## config.mk

```make
export PLATFORM = sky130hd
export DESIGN_NAME = midi_byte_stream_parser_core
export DESIGN_NICKNAME = d
export VERILOG_FILES = /design/src/rtl/core/mbsp_pkg.sv /design/src/rtl/core/mbsp_regs.sv /design/src/rtl/core/mbsp_tick.sv /design/src/rtl/core/mbsp_parser.sv /design/src/rtl/core/midi_byte_stream_parser_core.sv
export SDC_FILE = /design/constraint.sdc
export NUM_CORES = 1
export LEC_CHECK = 0
export ABC_AREA = 1
export BUFFER_PORTS_ARGS = -buffer_cell sky130_fd_sc_hd__buf_2
export CORE_MARGIN = 2
export CORE_UTILIZATION = 40
export CTS_CLUSTER_SIZE = 14
export DETAILED_ROUTE_END_ITERATION = 16
export SETUP_SLACK_MARGIN = 0.3
export SLEW_MARGIN = 20
export SYNTH_ARGS = -nofsm -noshare
export SYNTH_HDL_FRONTEND = slang
export SYNTH_SLANG_ARGS = --single-unit
```

## constraint.sdc

```tcl
create_clock -name clk -period 10.58 [get_ports clk]
set_input_delay 1.587 -clock clk [delete_from_list [all_inputs] [get_ports clk]]
set_output_delay 1.587 -clock clk [all_outputs]
set_load 0.01 [all_outputs]
```

## src/rtl/core/mbsp_pkg.sv

```systemverilog
// -----------------------------------------------------------------------------
// MIDI byte stream parser package
// Shared codes, result types and tick arithmetic helpers.
// -----------------------------------------------------------------------------
package mbsp_pkg;

  localparam logic [6:0] SYS_SYSEX_BEGIN  = 7'h70;
  localparam logic [6:0] SYS_SYSEX_END    = 7'h77;
  localparam logic [6:0] SYS_CLOCK        = 7'h78;
  localparam logic [6:0] SYS_START        = 7'h7a;
  localparam logic [6:0] SYS_STOP         = 7'h7c;
  localparam logic [6:0] SYS_ACTIVE_SENSE = 7'h7e;

  localparam logic [15:0] CLOCK_STEP        = 16'd26666;
  localparam logic [15:0] SOFT_STEP_RESET   = 16'd12800;
  localparam int          TICK_UNIT         = 10000;
  localparam logic [9:0]  SYSEX_MAX_LENGTH  = 10'd1023;

  localparam int TDATA_OUT_W = 48;

  typedef enum logic [2:0] {
    KIND_CHANNEL    = 3'd0,
    KIND_SYSEX_BYTE = 3'd1,
    KIND_SYSEX_END  = 3'd2,
    KIND_START      = 3'd3,
    KIND_STOP       = 3'd4,
    KIND_TICK       = 3'd5
  } kind_t;

  typedef enum logic {
    REG_RUN_ENABLE     = 1'b0,
    REG_SOFT_TICK_STEP = 1'b1
  } reg_index_t;

  typedef struct packed {
    logic        valid;
    kind_t       kind;
    logic [6:0]  status_bits;
    logic [6:0]  first_data;
    logic [6:0]  second_data;
    logic [6:0]  sysex_data;
    logic [9:0]  sysex_length;
    logic [2:0]  tick_count;
  } result_t;

  typedef struct packed {
    logic        run_enable;
    logic [15:0] soft_tick_step;
    logic        acc_clear;
  } cfg_t;

  function automatic logic [2:0] tick_whole(input logic [16:0] sum);
    logic [2:0] w;
    w = '0;
    for (int k = 1; k <= 7; k++) begin
      if (sum >= 17'(k * TICK_UNIT)) begin
        w = 3'(k);
      end
    end
    return w;
  endfunction

  function automatic logic [13:0] tick_remainder(input logic [16:0] sum,
                                                 input logic [2:0] w);
    logic [16:0] taken;
    taken = 17'(int'(w) * TICK_UNIT);
    return 14'(sum - taken);
  endfunction

endpackage

```

## src/rtl/core/mbsp_regs.sv

```systemverilog
// -----------------------------------------------------------------------------
// MIDI parser configuration registers
// APB-style register file holding run enable and the soft tick step.
// -----------------------------------------------------------------------------
module mbsp_regs (
  input  logic                clk,
  input  logic                rst,
  input  logic                psel,
  input  logic                penable,
  input  logic                pwrite,
  input  logic [2:0]          paddr,
  input  logic [31:0]         pwdata,
  output logic [31:0]         prdata,
  output logic                pready,
  output mbsp_pkg::cfg_t      cfg
);

  logic        run_enable;
  logic [15:0] soft_tick_step;
  logic        acc_clear;
  logic        wr;
  mbsp_pkg::reg_index_t idx;

  assign pready = 1'b1;
  assign wr     = psel & penable & pwrite & pready;
  assign idx    = mbsp_pkg::reg_index_t'(paddr[2]);

  always_ff @(posedge clk) begin
    if (rst) begin
      run_enable     <= 1'b0;
      soft_tick_step <= mbsp_pkg::SOFT_STEP_RESET;
      acc_clear      <= 1'b0;
    end else begin
      acc_clear <= 1'b0;
      if (wr) begin
        unique case (idx)
          mbsp_pkg::REG_RUN_ENABLE: begin
            run_enable <= pwdata[0];
            acc_clear  <= 1'b1;
          end
          mbsp_pkg::REG_SOFT_TICK_STEP: begin
            soft_tick_step <= pwdata[15:0];
          end
          default: begin
          end
        endcase
      end
    end
  end

  always_comb begin
    unique case (idx)
      mbsp_pkg::REG_RUN_ENABLE:     prdata = {31'd0, run_enable};
      mbsp_pkg::REG_SOFT_TICK_STEP: prdata = {16'd0, soft_tick_step};
      default:                      prdata = '0;
    endcase
  end

  assign cfg.run_enable     = run_enable;
  assign cfg.soft_tick_step = soft_tick_step;
  assign cfg.acc_clear      = acc_clear;

endmodule

```

## src/rtl/core/mbsp_tick.sv

```systemverilog
// -----------------------------------------------------------------------------
// MIDI parser tick accumulator
// Adds clock or soft tick steps and takes out whole ticks of 10000 units.
// -----------------------------------------------------------------------------
module mbsp_tick (
  input  logic                 clk,
  input  logic                 rst,
  input  mbsp_pkg::cfg_t       cfg,
  input  logic                 update,
  input  logic                 soft_tick,
  output mbsp_pkg::result_t    result
);

  logic [13:0] acc;
  logic [13:0] acc_next;
  logic [15:0] amount;
  logic [16:0] sum;
  logic [2:0]  whole;

  assign amount   = soft_tick ? cfg.soft_tick_step : mbsp_pkg::CLOCK_STEP;
  assign sum      = {3'd0, acc} + {1'b0, amount};
  assign whole    = mbsp_pkg::tick_whole(sum);
  assign acc_next = mbsp_pkg::tick_remainder(sum, whole);

  always_ff @(posedge clk) begin
    if (rst || cfg.acc_clear) begin
      acc <= '0;
    end else if (update) begin
      acc <= acc_next;
    end
  end

  always_comb begin
    result            = '0;
    result.kind       = mbsp_pkg::KIND_TICK;
    result.tick_count = whole;
    result.valid      = (whole != 3'd0) && cfg.run_enable;
  end

endmodule

```

## src/rtl/core/mbsp_parser.sv

```systemverilog
// -----------------------------------------------------------------------------
// MIDI parser message state
// Tracks channel messages, sysex framing and start/stop for non-tick bytes.
// -----------------------------------------------------------------------------
module mbsp_parser (
  input  logic                 clk,
  input  logic                 rst,
  input  logic                 update,
  input  logic [7:0]           midi_byte,
  output mbsp_pkg::result_t    result
);

  typedef enum logic [1:0] {
    POS_FIRST  = 2'd0,
    POS_SECOND = 2'd1,
    POS_IDLE   = 2'd3
  } pos_t;

  pos_t        pos;
  pos_t        pos_next;
  logic [6:0]  status_hold;
  logic [6:0]  status_hold_next;
  logic [6:0]  first_hold;
  logic [6:0]  first_hold_next;
  logic        sysex_active;
  logic        sysex_active_next;
  logic [9:0]  sysex_counter;
  logic [9:0]  sysex_counter_next;
  logic [6:0]  low;
  logic        pending;

  assign low     = midi_byte[6:0];
  assign pending = (pos == POS_FIRST) || (pos == POS_SECOND);

  always_comb begin
    pos_next           = pos;
    status_hold_next   = status_hold;
    first_hold_next    = first_hold;
    sysex_active_next  = sysex_active;
    sysex_counter_next = sysex_counter;
    result             = '0;
    result.kind        = mbsp_pkg::KIND_CHANNEL;
    if (midi_byte[7]) begin
      unique case (low)
        mbsp_pkg::SYS_CLOCK, mbsp_pkg::SYS_ACTIVE_SENSE: begin
        end
        mbsp_pkg::SYS_START: begin
          result.valid = 1'b1;
          result.kind  = mbsp_pkg::KIND_START;
        end
        mbsp_pkg::SYS_STOP: begin
          result.valid = 1'b1;
          result.kind  = mbsp_pkg::KIND_STOP;
        end
        mbsp_pkg::SYS_SYSEX_BEGIN: begin
          sysex_active_next  = 1'b1;
          sysex_counter_next = '0;
        end
        mbsp_pkg::SYS_SYSEX_END: begin
          result.valid        = 1'b1;
          result.kind         = mbsp_pkg::KIND_SYSEX_END;
          result.sysex_length = sysex_counter;
          sysex_active_next   = 1'b0;
          sysex_counter_next  = '0;
        end
        default: begin
          result.valid       = pending;
          result.status_bits = pending ? status_hold : 7'd0;
          result.first_data  = pending ? first_hold : 7'd0;
          status_hold_next   = low;
          first_hold_next    = '0;
          pos_next           = POS_FIRST;
        end
      endcase
    end else if (sysex_active) begin
      if (sysex_counter < mbsp_pkg::SYSEX_MAX_LENGTH) begin
        sysex_counter_next = sysex_counter + 10'd1;
      end
      result.valid      = 1'b1;
      result.kind       = mbsp_pkg::KIND_SYSEX_BYTE;
      result.sysex_data = low;
    end else begin
      unique case (pos)
        POS_FIRST: begin
          first_hold_next = low;
          pos_next        = POS_SECOND;
        end
        POS_SECOND: begin
          pos_next           = POS_IDLE;
          result.valid       = 1'b1;
          result.status_bits = status_hold;
          result.first_data  = first_hold;
          result.second_data = low;
        end
        default: begin
        end
      endcase
    end
  end

  always_ff @(posedge clk) begin
    if (rst) begin
      pos           <= POS_IDLE;
      status_hold   <= '0;
      first_hold    <= '0;
      sysex_active  <= 1'b0;
      sysex_counter <= '0;
    end else if (update) begin
      pos           <= pos_next;
      status_hold   <= status_hold_next;
      first_hold    <= first_hold_next;
      sysex_active  <= sysex_active_next;
      sysex_counter <= sysex_counter_next;
    end
  end

endmodule

```

## src/rtl/core/midi_byte_stream_parser_core.sv

```systemverilog
// -----------------------------------------------------------------------------
// MIDI byte stream parser core
// Parses MIDI bytes and soft tick events into channel, sysex, transport and
// tick results.
// -----------------------------------------------------------------------------
// The core accepts one request per clock cycle while the output is not
// stalled: a request is captured in an input register, decoded in a single
// pass that updates the message and tick state, and the result, if any, is
// placed in the output register. Bytes that produce no result (data bytes
// held for later, active sensing, sysex begin, ticks below a whole unit or
// ticks while run is off) are consumed without output. When the output
// register is stalled, one further request is held in the input register
// before s_tready drops.
module midi_byte_stream_parser_core (
  input  logic                            clk,
  input  logic                            rst,
  input  logic                            s_tvalid,
  output logic                            s_tready,
  input  logic [7:0]                      s_tdata,   // [7:0] midi_byte
  input  logic [0:0]                      s_tuser,   // [0] operation
  output logic                            m_tvalid,
  input  logic                            m_tready,
  // [6:0] status_bits, [13:7] first_data, [20:14] second_data,
  // [27:21] sysex_data, [37:28] sysex_length, [40:38] tick_count
  output logic [mbsp_pkg::TDATA_OUT_W-1:0] m_tdata,
  output logic [2:0]                      m_tuser,   // [2:0] kind
  input  logic                            psel,
  input  logic                            penable,
  input  logic                            pwrite,
  input  logic [2:0]                      paddr,
  input  logic [31:0]                     pwdata,
  output logic [31:0]                     prdata,
  output logic                            pready
);

  mbsp_pkg::cfg_t    cfg;
  mbsp_pkg::result_t tick_result;
  mbsp_pkg::result_t parse_result;
  mbsp_pkg::result_t result;
  mbsp_pkg::result_t out_reg;

  logic       in_vld;
  logic       in_op;
  logic [7:0] in_byte;
  logic       fire;
  logic       is_tick;

  assign fire     = in_vld && (!m_tvalid || m_tready);
  assign s_tready = !in_vld || fire;
  assign is_tick  = in_op || (in_byte[7] && (in_byte[6:0] == mbsp_pkg::SYS_CLOCK));

  always_ff @(posedge clk) begin
    if (rst) begin
      in_vld <= 1'b0;
    end else if (s_tvalid && s_tready) begin
      in_vld <= 1'b1;
    end else if (fire) begin
      in_vld <= 1'b0;
    end
  end

  always_ff @(posedge clk) begin
    if (s_tvalid && s_tready) begin
      in_op   <= s_tuser[0];
      in_byte <= s_tdata;
    end
  end

  mbsp_regs u_regs (
    .clk     (clk),
    .rst     (rst),
    .psel    (psel),
    .penable (penable),
    .pwrite  (pwrite),
    .paddr   (paddr),
    .pwdata  (pwdata),
    .prdata  (prdata),
    .pready  (pready),
    .cfg     (cfg)
  );

  mbsp_tick u_tick (
    .clk       (clk),
    .rst       (rst),
    .cfg       (cfg),
    .update    (fire && is_tick),
    .soft_tick (in_op),
    .result    (tick_result)
  );

  mbsp_parser u_parser (
    .clk       (clk),
    .rst       (rst),
    .update    (fire && !is_tick),
    .midi_byte (in_byte),
    .result    (parse_result)
  );

  assign result = is_tick ? tick_result : parse_result;

  always_ff @(posedge clk) begin
    if (rst) begin
      m_tvalid <= 1'b0;
    end else if (fire) begin
      m_tvalid <= result.valid;
    end else if (m_tready) begin
      m_tvalid <= 1'b0;
    end
  end

  always_ff @(posedge clk) begin
    if (fire) begin
      out_reg <= result;
    end
  end

  assign m_tuser = out_reg.kind;
  assign m_tdata = {7'd0, out_reg.tick_count, out_reg.sysex_length, out_reg.sysex_data,
                    out_reg.second_data, out_reg.first_data, out_reg.status_bits};

`ifndef SYNTHESIS
  a_tick_nonzero: assert property (@(posedge clk) disable iff (rst)
    m_tvalid && (out_reg.kind == mbsp_pkg::KIND_TICK) |-> (out_reg.tick_count != 3'd0))
    else $error("tick result with zero count");

  a_tready_hold: assert property (@(posedge clk) disable iff (rst)
    !s_tready |-> in_vld && m_tvalid && !m_tready)
    else $error("input stalled without a held request");

  a_status_clean: assert property (@(posedge clk) disable iff (rst)
    m_tvalid && (out_reg.kind != mbsp_pkg::KIND_CHANNEL) |->
      (out_reg.status_bits == 7'd0) && (out_reg.first_data == 7'd0))
    else $error("channel fields set on a non-channel result");

  a_reset_empty: assert property (@(posedge clk)
    !rst && $past(rst) |-> !m_tvalid && !in_vld)
    else $error("pipeline not empty after reset");
`endif

endmodule
```

==> impl_metrics.json <==
{
  "clockBufferDepth": 2,
  "dpl_cell_area_mm2": 0.00742,
  "peakVddDrop_mv": 0.121,
  "cpMostUsedCell": "nand2_1",
  "pin_count": 137,
  "grt-ovfl-total": 0,
  "initial_core_util_pct": 41.0,
  "slew_headroom_pct": 37.7,
  "hp-class": "flip-flop to flip-flop",
  "setup.worst_path.start": "in_op",
  "grt_max_degree": 47,
  "crit_path_start_kind": "flip-flop",
  "ys_seq_area_share_pct": 41.2,
  "cts_tree": "built",
  "grt_pass1_wl_mm": 27.2,
  "areaGrowthSynthToFinish_pct": 18.0,
  "die-area_mm2": 0.0181,
  "final_cell_mix": "231 x nand2_1, 137 x inv_1, 130 x nor2_1, 94 x buf_2, 61 x dfxtp_1",
  "fillCellCount": 1676,
  "hold_buffers": 0,
  "swShare_pct": 29.6,
  "setup_viol": 0,
  "setup_ws_ps": 4720,
  "end_kind": "flip-flop",
  "insertion_delay_ps": 420,
  "power.clock.fraction_pct": 43.0,
  "rsz0062_at_grt": "false",
  "first_pass_iters": 5,
  "core_area_mm2": 0.0166,
  "worst_hold_path.num_cells": 2,
  "die_h_um": 135,
  "path_max_fanout": 12,
  "clock_skew_ps": 13.3,
  "power_density_mw_per_mm2": 174,
  "rows": 47,
  "synthDistinctLibCells": 41,
  "synth_seq_cells": 114,
  "synth_warnings": 0,
  "cts_root_buf": "clkbuf_16",
  "seqPwrFrac_pct": 34.9,
  "cts.sinks": 114,
  "power.switching_uw": 415,
  "cts_max_level": 4,
  "drtAntennaViolNets": 0,
  "synth_edf_count": 53,
  "drc": 0,
  "cts_buffers": 17,
  "outcome": "complete, no violations",
  "min_period_ps": 5860,
  "syn-instance-count": 936,
  "cp.required_ps": 10880,
  "yosys_most_used_dff": "dfxtp_1",
  "clkTransAtPathRegs_ps": 60,
  "slowest_stage": "edfxtp_1",
  "io_buffers": 94,
  "stdcell_area_mm2": 0.00805,
  "pre_cts_slack_ps": 4670,
  "antennaDiodeCount": 0,
  "multi_input_area_mm2": 0.00330,
  "routedWlPerCell_um": 13.2,
  "viasPerCell": 4.82,
  "reg2regPathDepth": 34,
  "dp_hpwl_mm": 12.9,
  "antenna_found_initial": 0,
  "synthArstFlopShare_pct": 0,
  "p_comb_share_pct": 22.2,
  "p_int_uw": 988,
  "syn_area_mm2": 0.00682,
  "leakage_uw": 0.00397,
  "drv_cap": 0,
  "drt-initial-drc-count": 369,
  "fmax_ghz": 0.171,
  "final_net_count": 1117,
  "gp_congestion": 0.890,
  "die-width_um": 135,
  "crit_type": "flip-flop to flip-flop",
  "finalHoldViolations": 0,
  "drive_gt1_share_pct": 16.4,
  "hp-start": "u_parser.status_hold[2]",
  "drv_slew": 0,
  "worstPathArrival_ps": 6160,
  "regArea_mm2": 0.00281,
  "synth.avg_cell_area_um2": 7.29,
  "grt_pass1_vias": 5607,
  "regToRegStartpoint": "in_op",
  "fin_util_pct": 48.4,
  "setup_tns_ps": 0,
  "drt-total-wl_mm": 16.7,
  "cts_setup_buffers": 0,
  "grt_use_total_pct": 19.2,
  "max_stage_delay_ps": 610,
  "via_count": 6101,
  "cts_resized": 0,
  "final_common_cell": "nand2_1",
  "period_share_pct": 55.4,
  "worst_slew_pin_slew_ps": 931
}
==> routing by layer <==
| layer | wire [um] | track usage (%) | up-vias |
|---|---|---|---|
| met5 | 0 | 0 | - |
| met4 | 305 | 6.78 | 0 |
| met3 | 684 | 4.32 | 23 |
| met2 | 7770 | 31.2 | 152 |
| met1 | 7970 | 25.1 | 2777 |
| li1 | - | - | 3149 |
==> flip-flops by register name, summed over array words and instances, names as in the netlist <==
register and flops:
m_tuser 3, u_parser.sysex_counter 10, in_op 1, u_parser.sysex_active 1
u_regs.run_enable 1, u_regs.soft_tick_step 16, m_tvalid 1, u_regs.acc_clear 1
m_tdata 41, in_vld 1, in_byte 8, u_parser.status_hold 7
u_parser.first_hold 7, u_parser.pos 2, u_tick.acc 14
==> critical path, delay by kind of cell, from the launching register on <==
kind / cells / cell delay [ps]
DFF: 1 / 610
buffers and inverters: 7 / 680
and+or+nand+nor: 17 / 1890
adders and majority gates: 6 / 1990
AOI/OAI and AO/OA: 4 / 560
==> synth_stat cells, types with 3 or more instances <==
cell type / number / area share, %
a211oi_1: 4 / 0.44
edfxtp_1: 53 / 23
xnor2_1: 3 / 0.39
inv_1: 138 / 7.6
nor2_2: 4 / 0.37
inv_2: 6 / 0.33
a21oi_1: 40 / 2.9
nand3_1: 52 / 3.8
nor2_4: 3 / 0.50
clkinv_1: 3 / 0.17
nand2_1: 231 / 13
nor2_1: 130 / 7.2
clkbuf_1: 14 / 0.77
nor3_1: 11 / 0.81
o21ai_0: 43 / 3.2
a21oi_2: 6 / 0.77
nor4_1: 3 / 0.28
buf_4: 24 / 2.6
fa_1: 3 / 0.88
dfxtp_1: 61 / 18
or2_2: 6 / 0.55
nand4_1: 20 / 1.8
nand2_2: 17 / 1.6
ha_1: 30 / 5.5
xor2_1: 6 / 0.77
==> per-stage QoR <==
stage | hold WS (ps) | total power, uW | instances
floorplan | 431 | 744 | 958
global placement | 443 | 808 | 1234
detailed placement | 448 | 811 | 1234
CTS | 458 | 1410 | 1266
global route | 470 | 1480 | 1266
finish | 458 | 1400 | 1266
==> worst paths after layout <==
kind                                                 to  slack (ps)
worst max-delay path                     u_tick.acc[13]        4720
worst min-delay path            u_parser.status_hold[2]         460
worst max register to register           u_tick.acc[13]        4720
worst min register to register  u_parser.status_hold[2]         460
==> kinds of logic (layout without fill, tap and decap cells) <==
family                     after synthesis  in the layout  share of synthesized area, %
buffers and inverters                  187            275                          11.6
DFF                                    114            114                          41.2
AOI/OAI and AO/OA                      108            108                          8.95
other                                    2             24                         0.110
and+or+nand+nor                        483            483                          30.5
adders and majority gates               33             33                          6.38
xor gates and xnor gates                 9              9                          1.16
==> final cells by class <==
cell class	instances	share of cell area, %
inverter	147	6.85
sequential	114	34.9
clock buffer	21	5.98
multi-input combinational	657	40.9
tap	220	3.42
timing repair buffer	96	6.03
clock inverter	11	1.85
==> power by group through the flow <==
stage          combinational, uW  clock [uW]  sequential, uW
3_5_place_dp                 313           0             498
2_1_floorplan                248           0             496
5_1_grt                      359         630             491
3_3_place_gp                 310           0             498
6_report                     311         603             489
4_1_cts                      315         609             489
Power figures use the tool's default switching activity.
